File: config.mk
export PLATFORM = sky130hd
export DESIGN_NAME = pdpe_fifo
export DESIGN_NICKNAME = d
export VERILOG_FILES = /design/src/sv/pdpe_pkg.sv /design/src/sv/pdpe_fifo.sv
export SDC_FILE = /design/constraint.sdc
export NUM_CORES = 1
export LEC_CHECK = 0
export ABC_AREA = 1
export BUFFER_PORTS_ARGS = -buffer_cell sky130_fd_sc_hd__buf_4
export CAP_MARGIN = 5
export CORE_AREA = 2 2 155 157
export CTS_CLUSTER_DIAMETER = 200
export DETAILED_ROUTE_END_ITERATION = 7
export DIE_AREA = 0 0 157 159
export PLACE_DENSITY = 0.81
export SYNTH_ARGS = -nofsm -noshare
export SYNTH_HDL_FRONTEND = slang
export SYNTH_SLANG_ARGS = --single-unit
export TNS_END_PERCENT = 5
File: constraint.sdc
create_clock -name clk -period 10.41 [get_ports clk]
set_clock_uncertainty 0.1 [all_clocks]
set_input_delay 2.082 -clock clk [delete_from_list [all_inputs] [get_ports clk]]
set_output_delay 2.082 -clock clk [all_outputs]
set_load 0.02 [all_outputs]
File: src/sv/pdpe_pkg.sv
// ----------------------------------------------------------------------------
// pdpe_pkg
// shared types and constants of the predictive delta position encoder
// ----------------------------------------------------------------------------
package pdpe_pkg;

  localparam int HDR_LEN  = 10;
  localparam int PKT_MAX  = 18;
  localparam int LEN_W    = 5;

  localparam logic [1:0] MODE_KEY  = 2'd0;
  localparam logic [1:0] MODE_D16  = 2'd1;
  localparam logic [1:0] MODE_D8   = 2'd2;
  localparam logic [1:0] MODE_NONE = 2'd3;

  localparam logic [7:0] FLAG_PRED = 8'h04;
  localparam logic [7:0] FLAG_KEY  = 8'h08;

  localparam logic [1:0] REG_SCALE   = 2'd0;
  localparam logic [1:0] REG_VERSION = 2'd1;
  localparam logic [1:0] REG_CAP     = 2'd2;

  // one built packet, bytes in emit order
  typedef struct packed {
    logic [PKT_MAX-1:0][7:0] bytes;
    logic [LEN_W-1:0]        len;
    logic                    rej;
  } pkt_t;

  // configuration seen by the front part
  typedef struct packed {
    logic [9:0]  scale;
    logic [7:0]  version;
    logic [15:0] cap;
  } cfg_t;

endpackage

File: src/sv/pdpe_fifo.sv
// ----------------------------------------------------------------------------
// pdpe_fifo
// two-entry packet queue between the front and back parts
// ----------------------------------------------------------------------------
module pdpe_fifo (
  input  logic           clk,
  input  logic           rst_n,
  input  logic           push,
  input  pdpe_pkg::pkt_t wdata,
  output logic           full,
  input  logic           pop,
  output logic           empty,
  output pdpe_pkg::pkt_t rdata
);
  import pdpe_pkg::*;

  pkt_t       mem_r [2];
  logic       wp_r, rp_r;
  logic [1:0] cnt_r;
  logic       do_push, do_pop;

  assign full    = cnt_r == 2'd2;
  assign empty   = cnt_r == 2'd0;
  assign do_push = push && !full;
  assign do_pop  = pop && !empty;
  assign rdata   = mem_r[rp_r];

  always_ff @(posedge clk) begin
    if (!rst_n) begin
      wp_r  <= 1'b0;
      rp_r  <= 1'b0;
      cnt_r <= 2'd0;
    end else begin
      if (do_push) wp_r <= !wp_r;
      if (do_pop)  rp_r <= !rp_r;
      cnt_r <= cnt_r + {1'b0, do_push} - {1'b0, do_pop};
    end
  end

  always_ff @(posedge clk) begin
    if (do_push) mem_r[wp_r] <= wdata;
  end

endmodule

==> key figures <==
Flow run
  • Max-Cap Viols: 0

Worst setup path
  • Worst path required time: 8.23 ns
  • Worst Path Max Fanout: 59
  • Crit Path Class: reg -> out
  • Crit path arrival time: 2.80 ns
  • CP endpoint kind: output pin
  • Setup crit start kind: register

Global routing
  • Tot GR Track Use: 16.69%
  • Largest net degree at the start of global routing: 82
  • Initial antenna violation count: 0
  • Vias in the first global route: 6014
  • Global-route wire length before repair: 32.18 mm
  • Grt ovf: 0

Status
  • Status: finished clean

STA
  • Final setup violation count: 0
  • Max-slew headroom: 28.95%
  • Final Hold Fails: 0
  • Hold Slack: 0.4245 ns
  • Post-layout min period: 4.980 ns
  • Slew of the pin with the lowest slew margin: 1.066 ns
  • FMAX: 200.8 MHz
  • Post-route setup TNS: 0 ns
  • RSZ-0062 raised after global routing: false
  • Slew Limit Fails: 0
  • Final Cycle Share: 47.84%

Clock network
  • Htree depth: 1
  • CTS Buf Count: 30
  • CTS tree: done
  • CTS-repair resized insts: 0
  • Clk buf depth: 3
  • Clk sink count: 305
  • Clock Pin Slew Worst Setup and Hold Paths: 0.06 ns
  • Post-CTS Hold Buffers: 0
  • Worst skew pair latency: 0.54 ns
  • Setup bufs post-CTS: 0
  • Clock Tree Root: clkbuf_16

Synth
  • Xor/xnor cell area share of the yosys netlist: 0%
  • Synth top cells by count: 300 x edfxtp_1, 100 x mux2_4, 50 x mux2_2
  • Main area contributors after synthesis: edfxtp_1 78%, mux2_4 13%, mux2_2 4.9%
  • Warnings, synthesis: 0
  • Synth Area in Adders: 0.2179%
  • Mean Syn Cell Area: 22.74 um2
  • Synth Register Bits: 305
  • Synth Area in Simple Gates: 0.6863%
  • EDFF count, synth: 300
  • Synth top area share: 78.44%
  • Yosys cell types: 13
  • Main combinational cell family by area after synthesis: multiplexers
  • Compound-cell area share of the yosys netlist: 0.08716%
  • Area of the mapped netlist: 0.01148 mm2
  • Fraction of registers with async set/reset: 0%
  • Most numerous cell in the Yosys netlist: edfxtp_1
  • Ys flop type: edfxtp_1
  • Synth area leader: edfxtp_1
  • Mapped Cells: 505
  • Net Count, Synth: 661
  • Sequential fraction of the synthesis area: 79.31%
  • Multiplexer area fraction after synthesis: 17.98%

Final layout
  • # fillers: 1558
  • Antenna cells: 0
  • Layout area overhead: 31.86%
  • Nets@finish: 986
  • Share of layout cells above drive strength 1: 59.48%

Placement
  • HPWL after DPL: 14.54 mm
  • Routability cong.: 0.7504
  • Port bufs: 305

Drt
  • Routed wire per std cell: 18.57 um
  • Drt initial violations: 311
  • DRT Wirelength: 21.78 mm
  • Drt drc: 0
  • Antenna viol nets, final: 0
  • Vias: 5679
  • DRT Pass-1 Iters: 4
  • Vias/cell: 4.841

Power
  • Lkg Pwr: 5.872 nW
  • PD cells: 255.7 mW/mm2
  • Total power: 3.873 mW
  • Worst vdd ir: 241.3 uV

Floorplan
  • # IOs: 306
  • Initial core utilization: 49.52%
  • Die H: 159 um
  • Die X: 157 um
  • Core ar.: 0.02319 mm2
  • Num rows: 56
  • DIE AREA: 0.02496 mm2

Hold path
  • Hold Path Class: reg -> reg
## layout make-up
type | instances | area (um2) | share of cell area (%)
repair buffers | 310 | 2327 | 15.37
well taps | 319 | 399.1 | 2.636
clock inverters | 14 | 242.7 | 1.603
multi-input cells | 174 | 2186 | 14.43
flip-flops and latches | 305 | 9112 | 60.18
clock buffers | 42 | 837.1 | 5.528
inverters | 9 | 38.79 | 0.2561
## worst max-delay path, cell delays in order (launching register included)
cell,delay [ns]
dfxtp_4,0.71
buf_4,0.85
mux2_2,0.43
buf_4,0.16
## cell usage in the layout, fill, tap and decap left out, drive strengths merged
cell type  count
clkbuf        42
a21oi          2
dfxtp          5
clkinv         7
bufinv         7
ha             2
nand3          3
inv            9
edfxtp       300
buf          310
mux2         150
nand2          9
nor2           8
## metal layers
layer,up-vias,GRT usage [%],wire (um)
li1,2639,-,-
met3,38,5.525,2006
met2,217,29.76,11160
met1,2785,19.04,8112
met5,-,0,0
met4,0,4.796,503
## metrics by stage
step,utilization (%),setup slack (ns),instances,cell area [um2]
5_1_grt,65.29,5.290,1173,15140
4_1_cts,65.29,5.394,1173,15140
2_1_floorplan,-,1.271,505,11480
3_3_place_gp,60.64,5.725,1117,14060
3_5_place_dp,60.64,5.718,1117,14060
6_report,65.29,5.430,1173,15140
## kinds of logic (layout without fill, tap and decap cells)
group,count (synthesis),count (layout)
DFF,305,305
AOI/OAI and AO/OA,2,2
adders and majority gates,2,2
and+or+nand+nor,20,20
muxes,150,150
buffers and inverters,26,375
## path summary, 6_finish.rpt
check	from	to	slack, ns	cells after the start
worst min register to register	rp_r$_SDFFE_PN0P_	rp_r$_SDFFE_PN0P_	0.42	2
worst min-delay path	rp_r$_SDFFE_PN0P_	rp_r$_SDFFE_PN0P_	0.42	2
worst max-delay path	register	rdata[14]	5.43	3
worst max register to register	cnt_r[0]$_SDFF_PN0_	mem_r[0][20]$_DFFE_PP_	7.36	6
## flip-flops by register name (all words and copies together) (netlist names), named ones only
name   count
wp_r       1
rp_r       1
mem_r    300
cnt_r      2
## power by group
part	internal, mW	switching [mW]
logic	0.524	0.573
clock network	0.731	0.424
registers	1.56	0.0589
total	2.82	1.06
Power figures use the tool's default switching activity.
