<file path="config.mk">
export PLATFORM = sky130hd
export DESIGN_NAME = pdpe_back
export DESIGN_NICKNAME = d
export VERILOG_FILES = /design/src/sv/pdpe_pkg.sv /design/src/sv/pdpe_back.sv
export SDC_FILE = /design/constraint.sdc
export NUM_CORES = 1
export LEC_CHECK = 0
export ABC_AREA = 1
export ABC_CLOCK_PERIOD_IN_PS = 3900
export BUFFER_PORTS_ARGS = -buffer_cell sky130_fd_sc_hd__buf_2
export CAP_MARGIN = 20
export CORE_AREA = 5 5 81 83
export DETAILED_ROUTE_END_ITERATION = 10
export DIE_AREA = 0 0 86 88
export MAX_ROUTING_LAYER = met4
export PLACE_DENSITY_LB_ADDON = 0.1
export SLEW_MARGIN = 10
export SYNTH_ARGS = -nofsm -noshare
export SYNTH_HDL_FRONTEND = slang
export SYNTH_SLANG_ARGS = --single-unit
</file>
<file path="constraint.sdc">
create_clock -name clk -period 3.9 [get_ports clk]
set_clock_uncertainty 0.05 [all_clocks]
set_input_delay 0.195 -clock clk [delete_from_list [all_inputs] [get_ports clk]]
set_output_delay 0.195 -clock clk [all_outputs]
set_load 0.03 [all_outputs]
</file>
<file path="src/sv/pdpe_pkg.sv">
// ----------------------------------------------------------------------------
// pdpe_pkg
// shared types and constants of the predictive delta position encoder
// ----------------------------------------------------------------------------
package pdpe_pkg;

  localparam int HDR_LEN  = 10;
  localparam int PKT_MAX  = 18;
  localparam int LEN_W    = 5;

  localparam logic [1:0] MODE_KEY  = 2'd0;
  localparam logic [1:0] MODE_D16  = 2'd1;
  localparam logic [1:0] MODE_D8   = 2'd2;
  localparam logic [1:0] MODE_NONE = 2'd3;

  localparam logic [7:0] FLAG_PRED = 8'h04;
  localparam logic [7:0] FLAG_KEY  = 8'h08;

  localparam logic [1:0] REG_SCALE   = 2'd0;
  localparam logic [1:0] REG_VERSION = 2'd1;
  localparam logic [1:0] REG_CAP     = 2'd2;

  // one built packet, bytes in emit order
  typedef struct packed {
    logic [PKT_MAX-1:0][7:0] bytes;
    logic [LEN_W-1:0]        len;
    logic                    rej;
  } pkt_t;

  // configuration seen by the front part
  typedef struct packed {
    logic [9:0]  scale;
    logic [7:0]  version;
    logic [15:0] cap;
  } cfg_t;

endpackage

</file>
<file path="src/sv/pdpe_back.sv">
// ----------------------------------------------------------------------------
// pdpe_back
// serializes queued packets one byte per cycle into a register, unless stalled
// ----------------------------------------------------------------------------
module pdpe_back (
  input  logic           clk,
  input  logic           rst_n,
  input  logic           empty,
  input  pdpe_pkg::pkt_t head,
  output logic           pop,
  output logic           out_valid,
  input  logic           out_ready,
  output logic [7:0]     out_byte,
  output logic           out_last,
  output logic           out_rej
);
  import pdpe_pkg::*;

  logic [LEN_W-1:0] idx_r;
  logic             ov_r, last_r, rej_r;
  logic [7:0]       byte_r;
  logic             load, is_last;

  assign load    = (!ov_r || out_ready) && !empty;
  assign is_last = idx_r == head.len - 5'd1;
  assign pop     = load && is_last;

  always_ff @(posedge clk) begin
    if (!rst_n) begin
      ov_r  <= 1'b0;
      idx_r <= '0;
    end else begin
      if (load)           ov_r <= 1'b1;
      else if (out_ready) ov_r <= 1'b0;
      if (load) idx_r <= is_last ? '0 : idx_r + 5'd1;
    end
  end

  always_ff @(posedge clk) begin
    if (load) begin
      byte_r <= head.bytes[idx_r];
      last_r <= is_last;
      rej_r  <= head.rej;
    end
  end

  assign out_valid = ov_r;
  assign out_byte  = byte_r;
  assign out_last  = last_r;
  assign out_rej   = rej_r;

endmodule

</file>
==> summary.txt <==
Floorplan
  • # rows: 28
  • Initial Util: 46.5%
  • Die Width: 86 µm
  • Die Ht: 88 µm
  • Die Footprint: 0.00757 mm²
  • I/O pins: 166
  • Core area: 0.00578 mm²

Timing
  • Hold_ws: 69.2 ps
  • RSZ-0062 raised after global routing: no
  • Slew HR: 40.9%
  • Worst slew pin tran: 886 ps
  • Fmax: 0.458 GHz
  • Max Slew Vio Count: 0
  • Final Cycle Share: 56.0%
  • Tmin final: 2180 ps
  • Final setup violation count: 0
  • Final setup TNS: 0 ps
  • Final hold violations: 0

Flow run
  • Max Cap Viol: 0

Worst setup path
  • Kind of critical path: flop to output pin
  • Worst Path Required: 3650 ps
  • Setup crit start kind: flop
  • R2R depth: 10
  • Critical Path AT: 1940 ps
  • Crit. End Element: output pin
  • Crit Path Max Fanout: 15

CTS
  • Clock Tree Buf Depth: 2
  • Clk_lat worst skew: 240 ps
  • Clock Tree Root: clkbuf_8
  • Cts hold-fix bufs: 0
  • CTS tree: built
  • Total CTS buffers: 3
  • Post-CTS setup repair buffer count: 0
  • Clock-pin slew on the worst setup and hold paths: 70 ps
  • H-tree levels: 1
  • CTS-repair resized insts: 0
  • CTS Sinks: 16

Global route
  • Grt total ovfl: 0
  • M1 GR Usage: 26.0%
  • Largest net degree at the start of global routing: 77
  • Global-route wire length before repair: 14.1 mm
  • GR peak layer: met2
  • Number of global-route vias before repair: 3413
  • Met2 usage: 43.6%
  • Initial antenna violation count: 0
  • GR Layer Usage met3: 2.54%
  • GRT Util Overall: 22.8%

Logic synthesis
  • Post-Syn Instances: 560
  • Seq/Total Area, Yosys: 15.6%
  • Post-synth cell types: 22
  • Warnings from Yosys: 0
  • Net Count, Synth: 716
  • #FFs+latches synth: 16
  • Mapped cell area: 0.00269 mm²
  • Mean Syn Cell Area: 4.80 µm²

Hold path
  • WHS Path Cells: 1
  • Worst hold path class: input pin to flop

Placement
  • Port buffer count: 165
  • RD Place Congestion: 0.889
  • Placed Area: 0.00349 mm²
  • DP HPWL: 6.71 mm

Power
  • Leakage: 2.50 nW
  • VDD IR-drop max: 0.181 mV
  • Power Density: 211 mW/mm²

Detailed routing
  • Post-DRT Antenna Nets: 0
  • DRT iter0 DRCs: 147
  • Routed via count: 3558
  • WL final: 8.50 mm
  • Wire length per cell: 10.9 µm
  • First drt pass iteration count: 4
  • DRC viols: 0
  • Vias per Instance: 4.54

Cells and area
  • Ant diodes: 0
  • Most common cell after layout, fill and taps aside: nand2_1
  • Design area: 0.00355 mm²
  • Layout cells sized above 1: 25.7%
  • Most frequent cells in the layout: nand2_1, buf_2, inv_1
  • Final #Nets: 865
  • Area Overhead vs Synth: 32.2%
  • Filler Cells Inserted: 623

Outcome
  • Status: finished, final reports clean
==> cell usage after synthesis, drive strengths merged <==
library cell	count	area share (%)
nand2	271	38
inv	140	20
nand3	83	16
buf	22	4.8
nor2	15	2.2
edfxtp	10	11
dfxtp	6	4.5
xor2	4	1.3
a21oi	2	0.51
clkbuf	2	0.28
ha	2	0.93
nand4	1	0.23
nor4	1	0.79
o21ai	1	0.19
==> worst max-delay path: stages (launching register included) <==
cell	delay [ps]
dfxtp_1	720
inv_2	220
nand2_1	120
nand2_1	60
nor2_1	160
nand3_2	120
inv_1	80
buf_2	190
==> final cells by class <==
class	count	area, µm²	share of cell area [%]
flip-flops and latches	16	422	11.9
clock buffers	4	45.0	1.27
inverters	140	526	14.8
multi-input cells	380	1610	45.2
well taps	75	93.8	2.64
repair buffers	168	861	24.2
==> sequential cells by signal, summed over array words and instances (netlist names) <==
signal     cells
out_valid      1
out_byte       8
out_last       1
idx_r          5
out_rej        1
==> through the flow <==
stage	util [%]	worst slack, ps	total power, W	instances
after floorplan	-	2300	0.000492	560
after global placement	60.3	1840	0.000615	778
after detailed placement	60.3	1790	0.000621	778
after CTS	61.1	1580	0.000751	782
after global routing	61.5	1520	0.000821	783
final	61.5	1720	0.000749	783
==> routing by layer <==
| metal | vias up | part of all wire, % |
|---|---|---|
| li1 | 1915 | - |
| met1 | 1510 | 42 |
| met2 | 121 | 50 |
| met3 | 12 | 7.6 |
| met4 | 0 | 0.89 |
| met5 | - | 0 |
==> worst paths after layout <==
path | from | to | slack, ps
max reg2reg | idx_r[0]$_SDFFE_PN0P_ | out_byte[4]$_DFFE_PP_ | 2010
min | head[0] | out_rej$_DFFE_PP_ | 70
max | idx_r[2]$_SDFFE_PN0P_ | pop | 1720
min reg2reg | out_valid$_SDFFE_PN0P_ | out_valid$_SDFFE_PN0P_ | 450
==> logic make-up (layout without fill, tap and decap cells) <==
| group | Yosys count | count (layout) | share of synthesized area (%) |
|---|---|---|---|
| DFF | 16 | 16 | 15.6 |
| and+or+nand+nor | 371 | 371 | 56.8 |
| adders and majority gates | 2 | 2 | 0.931 |
| xor gates and xnor gates | 4 | 4 | 1.30 |
| buffers and inverters | 164 | 312 | 24.6 |
| AOI/OAI and AO/OA | 3 | 3 | 0.698 |
==> power breakdown <==
| part | total [W] | leakage, nW | switching (W) | internal, W |
|---|---|---|---|---|
| clock network | 0.000130 | 0.0228 | 0.0000577 | 0.0000724 |
| registers | 0.000208 | 0.148 | 0.00000718 | 0.000201 |
| logic | 0.000411 | 2.33 | 0.000250 | 0.000162 |
Power figures use the tool's default switching activity.
